<file path="src/design/alr_pkg.sv">
// shared types, constants and byte class functions for the autolink recognizer
package alr_pkg;

  // length limits and counter width
  localparam int unsigned SCHEME_MAX = 32;
  localparam int unsigned DOMAIN_MAX = 63;
  localparam int unsigned CNT_W      = 7;

  // byte codes that the recognizer looks for
  localparam logic [7:0] CH_CTRL_MAX = 8'h1f;
  localparam logic [7:0] CH_DEL      = 8'h7f;
  localparam logic [7:0] CH_AT       = 8'h40;
  localparam logic [7:0] CH_GT       = 8'h3e;
  localparam logic [7:0] CH_LT       = 8'h3c;
  localparam logic [7:0] CH_COLON    = 8'h3a;
  localparam logic [7:0] CH_SPACE    = 8'h20;
  localparam logic [7:0] CH_DOT      = 8'h2e;
  localparam logic [7:0] CH_DASH     = 8'h2d;
  localparam logic [7:0] CH_PLUS     = 8'h2b;

  // verdict codes
  localparam logic [1:0] V_PENDING = 2'd0;
  localparam logic [1:0] V_URL     = 2'd1;
  localparam logic [1:0] V_EMAIL   = 2'd2;
  localparam logic [1:0] V_REJECT  = 2'd3;

  // recognizer phase, one-hot
  typedef enum logic [8:0] {
    PH_IDLE         = 9'b000000001,
    PH_OPEN         = 9'b000000010,
    PH_SCHEME_FIRST = 9'b000000100,
    PH_SCHEME_IN    = 9'b000001000,
    PH_URL          = 9'b000010000,
    PH_ATEXT        = 9'b000100000,
    PH_AT_OR_DOT    = 9'b001000000,
    PH_LABEL        = 9'b010000000,
    PH_VALUE        = 9'b100000000
  } phase_t;

  // outcome of one byte step
  typedef struct packed {
    phase_t             phase;
    logic [CNT_W-1:0]   run_cnt;
    logic [1:0]         verdict;
  } step_t;

  function automatic logic is_alpha(input logic [7:0] c);
    return (c >= 8'h41 && c <= 8'h5a) || (c >= 8'h61 && c <= 8'h7a);
  endfunction

  function automatic logic is_alnum(input logic [7:0] c);
    return is_alpha(c) || (c >= 8'h30 && c <= 8'h39);
  endfunction

  function automatic logic is_scheme(input logic [7:0] c);
    return c == CH_PLUS || c == CH_DASH || c == CH_DOT || is_alnum(c);
  endfunction

  function automatic logic is_atext(input logic [7:0] c);
    return (c >= 8'h23 && c <= 8'h27) || c == 8'h2a || c == CH_PLUS ||
           (c >= CH_DASH && c <= 8'h39) || c == 8'h3d || c == 8'h3f ||
           (c >= 8'h41 && c <= 8'h5a) || (c >= 8'h5e && c <= 8'h7e);
  endfunction

endpackage

</file>
<file path="src/design/alr_step.sv">
// next phase, run count and verdict for one byte
module alr_step (
  input  alr_pkg::phase_t            phase_i,
  input  logic [alr_pkg::CNT_W-1:0]  run_cnt_i,
  input  logic                       enable_i,
  input  logic [7:0]                 byte_i,
  input  logic                       end_i,
  output alr_pkg::step_t             step_o
);

  localparam logic [alr_pkg::CNT_W-1:0] SCH_LIM = alr_pkg::CNT_W'(alr_pkg::SCHEME_MAX);
  localparam logic [alr_pkg::CNT_W-1:0] DOM_LIM = alr_pkg::CNT_W'(alr_pkg::DOMAIN_MAX);
  localparam logic [alr_pkg::CNT_W-1:0] CNT_ONE = alr_pkg::CNT_W'(1);

  alr_pkg::step_t rej;
  alr_pkg::step_t atx;
  alr_pkg::step_t val;
  alr_pkg::step_t sch;
  logic [alr_pkg::CNT_W-1:0] sch_cnt;

  // rejection: back to idle with a clear count
  assign rej = '{phase: alr_pkg::PH_IDLE, run_cnt: '0, verdict: alr_pkg::V_REJECT};

  // email local part, count kept
  always_comb begin
    if (end_i) begin
      atx = rej;
    end else if (byte_i == alr_pkg::CH_AT) begin
      atx = '{phase: alr_pkg::PH_AT_OR_DOT, run_cnt: run_cnt_i, verdict: alr_pkg::V_PENDING};
    end else if (alr_pkg::is_atext(byte_i)) begin
      atx = '{phase: alr_pkg::PH_ATEXT, run_cnt: run_cnt_i, verdict: alr_pkg::V_PENDING};
    end else begin
      atx = rej;
    end
  end

  // domain label byte with length limit
  always_comb begin
    if (!end_i && (byte_i == alr_pkg::CH_DASH || alr_pkg::is_alnum(byte_i)) &&
        run_cnt_i < DOM_LIM) begin
      val.phase   = (byte_i == alr_pkg::CH_DASH) ? alr_pkg::PH_VALUE : alr_pkg::PH_LABEL;
      val.run_cnt = alr_pkg::CNT_W'(run_cnt_i + CNT_ONE);
      val.verdict = alr_pkg::V_PENDING;
    end else begin
      val = rej;
    end
  end

  // scheme body; the first scheme byte enters with a count of one
  assign sch_cnt = (phase_i == alr_pkg::PH_SCHEME_FIRST) ? CNT_ONE : run_cnt_i;

  always_comb begin
    if (!end_i && byte_i == alr_pkg::CH_COLON) begin
      sch = '{phase: alr_pkg::PH_URL, run_cnt: '0, verdict: alr_pkg::V_PENDING};
    end else if (!end_i && alr_pkg::is_scheme(byte_i) && sch_cnt < SCH_LIM) begin
      sch = '{phase: alr_pkg::PH_SCHEME_IN, run_cnt: alr_pkg::CNT_W'(sch_cnt + CNT_ONE),
              verdict: alr_pkg::V_PENDING};
    end else begin
      // scheme failed: fall back to atext with the count cleared
      sch = atx;
      if (atx.verdict != alr_pkg::V_REJECT) begin
        sch.run_cnt = '0;
      end
    end
  end

  // phase dispatch
  always_comb begin
    step_o = rej;
    unique case (phase_i)
      alr_pkg::PH_OPEN: begin
        if (!end_i && alr_pkg::is_alpha(byte_i)) begin
          step_o = '{phase: alr_pkg::PH_SCHEME_FIRST, run_cnt: run_cnt_i,
                     verdict: alr_pkg::V_PENDING};
        end else if (!end_i && byte_i == alr_pkg::CH_AT) begin
          step_o = rej;
        end else begin
          step_o = atx;
        end
      end
      alr_pkg::PH_SCHEME_FIRST: begin
        if (!end_i && alr_pkg::is_scheme(byte_i)) begin
          step_o = sch;
        end else begin
          step_o = atx;
        end
      end
      alr_pkg::PH_SCHEME_IN: begin
        step_o = sch;
      end
      alr_pkg::PH_URL: begin
        if (!end_i && byte_i == alr_pkg::CH_GT) begin
          step_o = '{phase: alr_pkg::PH_IDLE, run_cnt: '0, verdict: alr_pkg::V_URL};
        end else if (end_i || byte_i <= alr_pkg::CH_CTRL_MAX || byte_i == alr_pkg::CH_SPACE ||
                     byte_i == alr_pkg::CH_LT || byte_i == alr_pkg::CH_DEL) begin
          step_o = rej;
        end else begin
          step_o = '{phase: alr_pkg::PH_URL, run_cnt: run_cnt_i, verdict: alr_pkg::V_PENDING};
        end
      end
      alr_pkg::PH_ATEXT: begin
        step_o = atx;
      end
      alr_pkg::PH_AT_OR_DOT: begin
        if (!end_i && alr_pkg::is_alnum(byte_i)) begin
          step_o = val;
        end else begin
          step_o = rej;
        end
      end
      alr_pkg::PH_LABEL: begin
        if (!end_i && byte_i == alr_pkg::CH_DOT) begin
          step_o = '{phase: alr_pkg::PH_AT_OR_DOT, run_cnt: '0, verdict: alr_pkg::V_PENDING};
        end else if (!end_i && byte_i == alr_pkg::CH_GT) begin
          step_o = '{phase: alr_pkg::PH_IDLE, run_cnt: '0, verdict: alr_pkg::V_EMAIL};
        end else begin
          step_o = val;
        end
      end
      alr_pkg::PH_VALUE: begin
        step_o = val;
      end
      default: begin
        // idle, and any unexpected code, waits for the opening bracket
        if (enable_i && !end_i && byte_i == alr_pkg::CH_LT) begin
          step_o = '{phase: alr_pkg::PH_OPEN, run_cnt: '0, verdict: alr_pkg::V_PENDING};
        end else begin
          step_o = rej;
        end
      end
    endcase
  end

endmodule

</file>
<file path="src/design/autolink_recognizer.sv">
// top level of the angle-bracket autolink recognizer
// a word goes from the input register on to the result register
// throughput: one word per cycle while out_stall is low; the phase
//   step between the registers is the only loop, and combinational
// reset: rst_n is synchronous, active low; clears both pipeline valids,
//   returns the phase to idle with a zero count and sets enable to one
module autolink_recognizer (
  input  logic       clk,
  input  logic       rst_n,
  input  logic       cfg_wr_en,
  input  logic       cfg_wr_data,
  input  logic       in_valid,
  output logic       in_stall,
  input  logic [7:0] in_data_byte,
  input  logic       in_end_marker,
  output logic       out_valid,
  input  logic       out_stall,
  output logic [1:0] out_verdict,
  output logic       out_consumed
);

  logic                       enable_r;
  logic                       in_vld_r;
  logic [7:0]                 in_byte_r;
  logic                       in_end_r;
  alr_pkg::phase_t            phase_r;
  logic [alr_pkg::CNT_W-1:0]  run_cnt_r;
  logic                       out_vld_r;
  logic [1:0]                 out_verdict_r;
  logic                       out_consumed_r;
  logic                       adv;
  logic                       in_take;
  alr_pkg::step_t             step;

  // the held word moves on when the result register is free or draining
  assign adv      = in_vld_r && (!out_vld_r || !out_stall);
  assign in_stall = in_vld_r && !adv;
  assign in_take  = in_valid && !in_stall;

  // configuration register
  always_ff @(posedge clk) begin
    if (!rst_n) begin
      enable_r <= 1'b1;
    end else if (cfg_wr_en) begin
      enable_r <= cfg_wr_data;
    end
  end

  // input register
  always_ff @(posedge clk) begin
    if (!rst_n) begin
      in_vld_r <= 1'b0;
    end else if (in_take) begin
      in_vld_r <= 1'b1;
    end else if (adv) begin
      in_vld_r <= 1'b0;
    end
  end

  always_ff @(posedge clk) begin
    if (in_take) begin
      in_byte_r <= in_data_byte;
      in_end_r  <= in_end_marker;
    end
  end

  alr_step u_step (
    .phase_i   (phase_r),
    .run_cnt_i (run_cnt_r),
    .enable_i  (enable_r),
    .byte_i    (in_byte_r),
    .end_i     (in_end_r),
    .step_o    (step)
  );

  // recognizer state advances once per word
  always_ff @(posedge clk) begin
    if (!rst_n) begin
      phase_r   <= alr_pkg::PH_IDLE;
      run_cnt_r <= '0;
    end else if (adv) begin
      phase_r   <= step.phase;
      run_cnt_r <= step.run_cnt;
    end
  end

  // result register
  always_ff @(posedge clk) begin
    if (!rst_n) begin
      out_vld_r <= 1'b0;
    end else if (adv) begin
      out_vld_r <= 1'b1;
    end else if (!out_stall) begin
      out_vld_r <= 1'b0;
    end
  end

  always_ff @(posedge clk) begin
    if (adv) begin
      out_verdict_r  <= step.verdict;
      out_consumed_r <= (step.verdict != alr_pkg::V_REJECT);
    end
  end

  assign out_valid    = out_vld_r;
  assign out_verdict  = out_verdict_r;
  assign out_consumed = out_consumed_r;

  // a stalled input word is still held next cycle
  a_in_hold: assert property (@(posedge clk) disable iff (!rst_n)
    (in_vld_r && !adv) |=> in_vld_r)
    else $error("held input word lost");

  // an accepted autolink always returns the phase to idle with zero count
  a_accept_idle: assert property (@(posedge clk) disable iff (!rst_n)
    (adv && (step.verdict == alr_pkg::V_URL || step.verdict == alr_pkg::V_EMAIL))
      |=> (phase_r == alr_pkg::PH_IDLE && run_cnt_r == '0))
    else $error("phase not idle after acceptance");

  // a rejected word is never marked consumed
  a_reject_consumed: assert property (@(posedge clk) disable iff (!rst_n)
    out_vld_r |-> (out_consumed_r == (out_verdict_r != alr_pkg::V_REJECT)))
    else $error("consumed flag disagrees with verdict");

  // the run count stays within the longer of the two limits
  a_cnt_bound: assert property (@(posedge clk) disable iff (!rst_n)
    (run_cnt_r <= alr_pkg::CNT_W'(alr_pkg::SCHEME_MAX) ||
     run_cnt_r <= alr_pkg::CNT_W'(alr_pkg::DOMAIN_MAX)))
    else $error("run count out of range");

endmodule
</file>
<file path="config.mk">
export PLATFORM = sky130hd
export DESIGN_NAME = autolink_recognizer
export DESIGN_NICKNAME = d
export VERILOG_FILES = /design/src/design/alr_pkg.sv /design/src/design/alr_step.sv /design/src/design/autolink_recognizer.sv
export SDC_FILE = /design/constraint.sdc
export NUM_CORES = 1
export LEC_CHECK = 0
export BUFFER_PORTS_ARGS = -buffer_cell sky130_fd_sc_hd__buf_2
export CORE_MARGIN = 2
export CORE_UTILIZATION = 60
export DETAILED_ROUTE_END_ITERATION = 7
export PLACE_DENSITY = 0.8
export SYNTH_ARGS = -nofsm -noshare
export SYNTH_HDL_FRONTEND = slang
export SYNTH_HIERARCHICAL = 1
export SYNTH_SLANG_ARGS = --single-unit
</file>
<file path="constraint.sdc">
create_clock -name clk -period 4.5 [get_ports clk]
set_input_delay 0 -clock clk [delete_from_list [all_inputs] [get_ports clk]]
set_output_delay 0 -clock clk [all_outputs]
set_load 0.05 [all_outputs]
</file>
Yosys cells after proc, flatten, opt, wreduce, memory -nomap -nowiden
Cells that the tools add are included.

cells by class
  $lt $le $gt $ge = 14
  mux-type cells = 23
  reductions and logical operators = 46
  $add $sub $neg = 2
  equal/unequal tests = 25

operator list
  kind                                                                               count
  18-bit 2-to-1 mux                                                                  12
  18-bit case mux with 8 select lines                                                1
  8-bit by 6-bit == test with 1-bit output (second input constant)                   10
  8-bit by 6-bit >= comparator with 1-bit output (second input constant)             3
  8-bit by 7-bit >= comparator with 1-bit output (second input constant)             3
  8-bit by 7-bit less-or-equal comparator with 1-bit output (second input constant)  3
  1-bit logical AND                                                                  21
  1-bit logical OR                                                                   18
  8-bit by 7-bit == test with 1-bit output (second input constant)                   2
  8-bit by 6-bit less-or-equal comparator with 1-bit output (second input constant)  2
  15-bit 2-to-1 mux                                                                  1
  7-bit by 1-bit adder with 7-bit output (second input constant)                     2
  7-bit by 6-bit less-than comparator with 1-bit output (second input constant)      2
  14-bit 2-to-1 mux                                                                  1
  7-bit 2-to-1 mux                                                                   2
  11-bit 2-to-1 mux                                                                  1
  9-bit by 2-bit == test with 1-bit output (second input constant)                   1
  9-bit by 3-bit == test with 1-bit output (second input constant)                   1
  9-bit by 4-bit == test with 1-bit output (second input constant)                   1
  9-bit by 5-bit == test with 1-bit output (second input constant)                   1
  9-bit by 6-bit == test with 1-bit output (second input constant)                   1
  9-bit by 7-bit == test with 1-bit output (second input constant)                   1
  9-bit by 8-bit == test with 1-bit output (second input constant)                   1
  9-bit == test (second input constant)                                              1
  9 further kinds                                                                    18

storage, ports and cells
  input bits = 15
  output and inout bits = 5
  register bits after elaboration = 31
  word-level logic and storage cells = 119

Depth between registers and ports, before layout
  depth in word-level cells = 19
  depth in mapped cells = 13
  depth with buffers taken out = 12

Modules after synthesis
Netlist, hierarchy kept.

modules (own cells, without submodules)
  module               times used  area an instance (µm²)  cells each
  alr_step             1           1228.7                  188
  autolink_recognizer  1           1138.6                  94

Least setup slack after synthesis
OpenSTA, ideal clock, no wires.

  path kind = register -> register
  start = reg phase_r[5]
  end = reg run_cnt_r[2] (netlist bit)
  arrival = 2.311 ns
  stages on the path, launching flop included = 14
  path buffers = 1
  path slack = 2.071 ns
  setup time = 0.118 ns
  required time = 4.382 ns
  cells stage by stage = dfxtp_1 > nor4_2 > and4b_1 > clkbuf_1 > nor2_1 > ha_1 > xor2_1 > a22oi_1 > a2bb2oi_1 > nor2_1 > a41oi_1 > o211ai_2 > nand2_1 > mux2i_1

RTL lines
  what                    line                       text
  start, declared         autolink_recognizer.sv:26  alr_pkg::phase_t phase_r;
  start signal, assigned  autolink_recognizer.sv:79  phase_r <= alr_pkg::PH_IDLE;
  start signal, assigned  autolink_recognizer.sv:82  phase_r <= step.phase;
  end signal, assigned    autolink_recognizer.sv:83  run_cnt_r <= step.run_cnt;
  end, declared           autolink_recognizer.sv:27  logic [alr_pkg::CNT_W-1:0] run_cnt_r;

==> impl_metrics.toml <==
[sta]
final-hold-violation-count = 0
fin_hold_ws_ns = 0.0140
grt_setup_unrepaired = "no"
setup_total_negative_slack_ns = 0
finalWorstPathRequiredPeriod_ns = 2.77
timing.final.setup_violations = 0
timing.max_slew.rel_slack = 0.404
layout_setup_ws_ns = 1.73
fin_worst_skew_ns = 0.0126
worstMarginPinSlew_ns = 0.881
final_critical_path_share_of_the_clock_period = 0.616
pins_over_their_slew_limit = 0
clock.fmax_ghz = 0.360

[cts]
cts_num_sinks = 31
clockBufferDepth = 2
clkLatencyLatePin_ns = 0.29
tritoncts_clock_tree = "done"
htreeDepth = 2
tritoncts.num_buffers = 5
cts.repair.resized = 0
clockRootBuffer = "sky130_fd_sc_hd__clkbuf_8"
worst_setup_hold_path_clk_slew_ns = 0.07

[worst_setup_path]
critPathMostFrequentCell = "sky130_fd_sc_hd__a21oi_1"
critical_path.startpoint_type = "flip-flop"
crit_chain = "or4_4 -> o221ai_2 -> o21ai_1 -> o21ai_0 -> and2_1 -> a21oi_1 -> a21oi_1 -> nand2_1"
crit_required_ns = 4.52
timing.critical_path.to_type = "flip-flop"
largest_stage_delay_on_the_critical_path_ns = 0.61
cp_slowest_cell = "sky130_fd_sc_hd__or4_4"
critical_path_at_ns = 2.79
crit_path_max_fanout = 11
criticalPathCategory = "reg2reg"

[routing]
routed-via-count = 2194
route.detailed.vias_per_inst = 6.22
detail_route.iter0.violations = 231
drt_first_pass_iters = 7
drt_wl_total_mm = 5.56
detail_route.drc_violations = 0
avgRoutedWirePerCell_um = 15.7
ant_nets = 0

[synth]
post_synth_inst_count = 282
dominantRegCellSynth = "sky130_fd_sc_hd__dfxtp_1"
yosysWarnings = 6
synth_largest_area_cell = "sky130_fd_sc_hd__dfxtp_1"
post_synth_num_cell_types = 69
synth_top_cells_by_area = "sky130_fd_sc_hd__dfxtp_1, sky130_fd_sc_hd__edfxtp_1, sky130_fd_sc_hd__nand2_1, sky130_fd_sc_hd__mux2i_1, sky130_fd_sc_hd__nor2_1"
avgSynthCellArea_um2 = 8.39
asr_flop_ratio_synth = 0
mappedNetlistArea_mm2 = 0.00237
mappedNetlistNets = 299
postSynthRegisterBits = 31
synth_top_area_share = 0.161
synth.yosys.seq_area_share = 0.313
synth-edff-count = 12

[grt]
grt_start_max_net_pins = 36
grt_first_pass_wirelength_mm = 9.09
grt_util_all_layers = 0.272
vias_in_the_first_global_route = 1962
antenna_found_initial = 0
globalRouteOverflowTotal = 0

[power_and_ir_drop]
leakage_nw = 0.930
irDropWorstVdd_mv = 0.143
power.density_mw_per_mm2 = 246

[flow_run]
max_cap_viol_count = 0

[floorplanning]
initial_utilization = 0.637
die_width_um = 66.8
floorplan.io_pins = 20
die_area_mm2 = 0.00446
floorplan.core_area_mm2 = 0.00372
row_count = 22
fp.dieH_um = 66.8

[cells_and_area]
final_net_count = 321
antenna-diode-count = 0
final_cell_count_no_fill = 353
post_route_cells_drive_above_1_share = 0.167
finish.instance_area_mm2 = 0.00263
area_added_between_synthesis_and_finish_pct = 11.3

[placed_design]
pre_cts_slack_ns = 1.81
dpl.cell_count = 333
finalWeightedCongestion = 1.01
portBuffers = 19
detailedPlacementHpwl_mm = 3.85
placed_cell_area_mm2 = 0.00241

[status]
outcome = "finished clean"

[worst_hold_path]
hold_path.class = "in2reg"
## per-layer routing
metal	track usage	part of all wire
met1	0.360	0.46
met2	0.430	0.45
met3	0.0591	0.069
met4	0.107	0.026
met5	0	0
## cells in the final DEF, fill, tap and decap left out, types with 9 or more instances in the layout
| cell type | n |
|---|---|
| sky130_fd_sc_hd__mux2i_1 | 17 |
| sky130_fd_sc_hd__edfxtp_1 | 12 |
| sky130_fd_sc_hd__buf_2 | 19 |
| sky130_fd_sc_hd__dlygate4sd3_1 | 12 |
| sky130_fd_sc_hd__inv_1 | 13 |
| sky130_fd_sc_hd__nand3_1 | 9 |
| sky130_fd_sc_hd__nand2_1 | 47 |
| sky130_fd_sc_hd__nor2_1 | 18 |
| sky130_fd_sc_hd__o21ai_0 | 13 |
| sky130_fd_sc_hd__dfxtp_1 | 19 |
| sky130_fd_sc_hd__a21oi_1 | 13 |
## what timing repair did
item                                    in CTS  in global routing
endpoints found under the setup margin       0                  0
setup buffers                                0                  0
hold endpoints to repair                    11                  0
hold buffers                                12                  0
## per-stage QoR
step | total power [mW] | utilization
after floorplan | 0.368 | -
after detailed placement | 0.378 | 0.648
final | 0.649 | 0.709
after CTS | 0.651 | 0.709
after global routing | 0.670 | 0.709
after global placement | 0.376 | 0.648
## logic make-up after synthesis
kind of cell	count (synthesis)	synth area share
adders and majority gates	2	0.0106
and+or+nand+nor	127	0.285
xor gates and xnor gates	2	0.00740
AOI/OAI and AO/OA	73	0.239
muxes	17	0.0719
buffers and inverters	30	0.0724
DFF	31	0.313
## synth_stat cells (2+ instances only)
library cell               number
sky130_fd_sc_hd__a211oi_1       3
sky130_fd_sc_hd__a21o_1         2
sky130_fd_sc_hd__a21oi_1       13
sky130_fd_sc_hd__a21oi_2        2
sky130_fd_sc_hd__a21oi_4        2
sky130_fd_sc_hd__a22oi_1        2
sky130_fd_sc_hd__a31oi_1        3
sky130_fd_sc_hd__a41oi_1        2
sky130_fd_sc_hd__and2_1         4
sky130_fd_sc_hd__and2b_1        3
sky130_fd_sc_hd__and3_1         2
sky130_fd_sc_hd__buf_2         10
sky130_fd_sc_hd__buf_4          2
sky130_fd_sc_hd__buf_6          3
sky130_fd_sc_hd__dfxtp_1       19
sky130_fd_sc_hd__edfxtp_1      12
sky130_fd_sc_hd__ha_1           2
sky130_fd_sc_hd__inv_1         13
sky130_fd_sc_hd__mux2i_1       17
sky130_fd_sc_hd__nand2_1       47
sky130_fd_sc_hd__nand2b_1       3
sky130_fd_sc_hd__nand3_1        9
sky130_fd_sc_hd__nand4_1        6
sky130_fd_sc_hd__nor2_1        18
sky130_fd_sc_hd__nor2b_1        7
sky130_fd_sc_hd__nor3_1         4
sky130_fd_sc_hd__nor3_2         2
sky130_fd_sc_hd__nor3b_1        2
sky130_fd_sc_hd__nor4_1         4
sky130_fd_sc_hd__nor4b_1        3
sky130_fd_sc_hd__o211ai_1       4
sky130_fd_sc_hd__o21a_1         3
sky130_fd_sc_hd__o21ai_0       13
sky130_fd_sc_hd__o21ai_1        3
sky130_fd_sc_hd__o21ai_2        2
sky130_fd_sc_hd__o22ai_1        2
sky130_fd_sc_hd__xor2_1         2
## cell type report
cell class,instances,area [um2]
Inverter,13,48.8
Clock buffer,7,76.3
Timing Repair Buffer,32,223
Multi-Input combinational cell,221,1460
Fill cell,307,1080
Clock inverter,1,30.0
Tap cell,48,60.1
Sequential cell,31,741
## critical path: cells and delay by family, from the launching register on
kind / cells / cell delay, ns
DFF: 1 / 0.54
AOI/OAI and AO/OA: 5 / 1.06
and+or+nand+nor: 3 / 0.89
## final timing paths
path / start / end / slack (ns) / cells past startpoint
min reg2reg: run_cnt_r[4]$_SDFFE_PN0P_ / run_cnt_r[4]$_SDFFE_PN0P_ / 0.48 / 2
max: in_byte_r[0]$_DFFE_PP_ / out_consumed$_DFFE_PP_ / 1.73 / 8
max reg2reg: in_byte_r[0]$_DFFE_PP_ / out_consumed$_DFFE_PP_ / 1.73 / 8
min: out_stall / out_valid$_SDFFE_PN0P_ / 0.01 / 3
## registers in the layout (all words and copies together) (netlist names)
name	flops
in_vld_r	1
run_cnt_r	7
enable_r	1
out_verdict	2
out_valid	1
in_end_r	1
in_byte_r	8
out_consumed	1
phase_r	9
## power by group
group	leakage [nW]	switching, mW	internal (mW)
clock	0.0524	0.101	0.166
combinational	0.614	0.0385	0.0311
sequential	0.263	0.0136	0.299
total	0.930	0.153	0.496
Note: power is estimated with default switching activity, not from simulation.
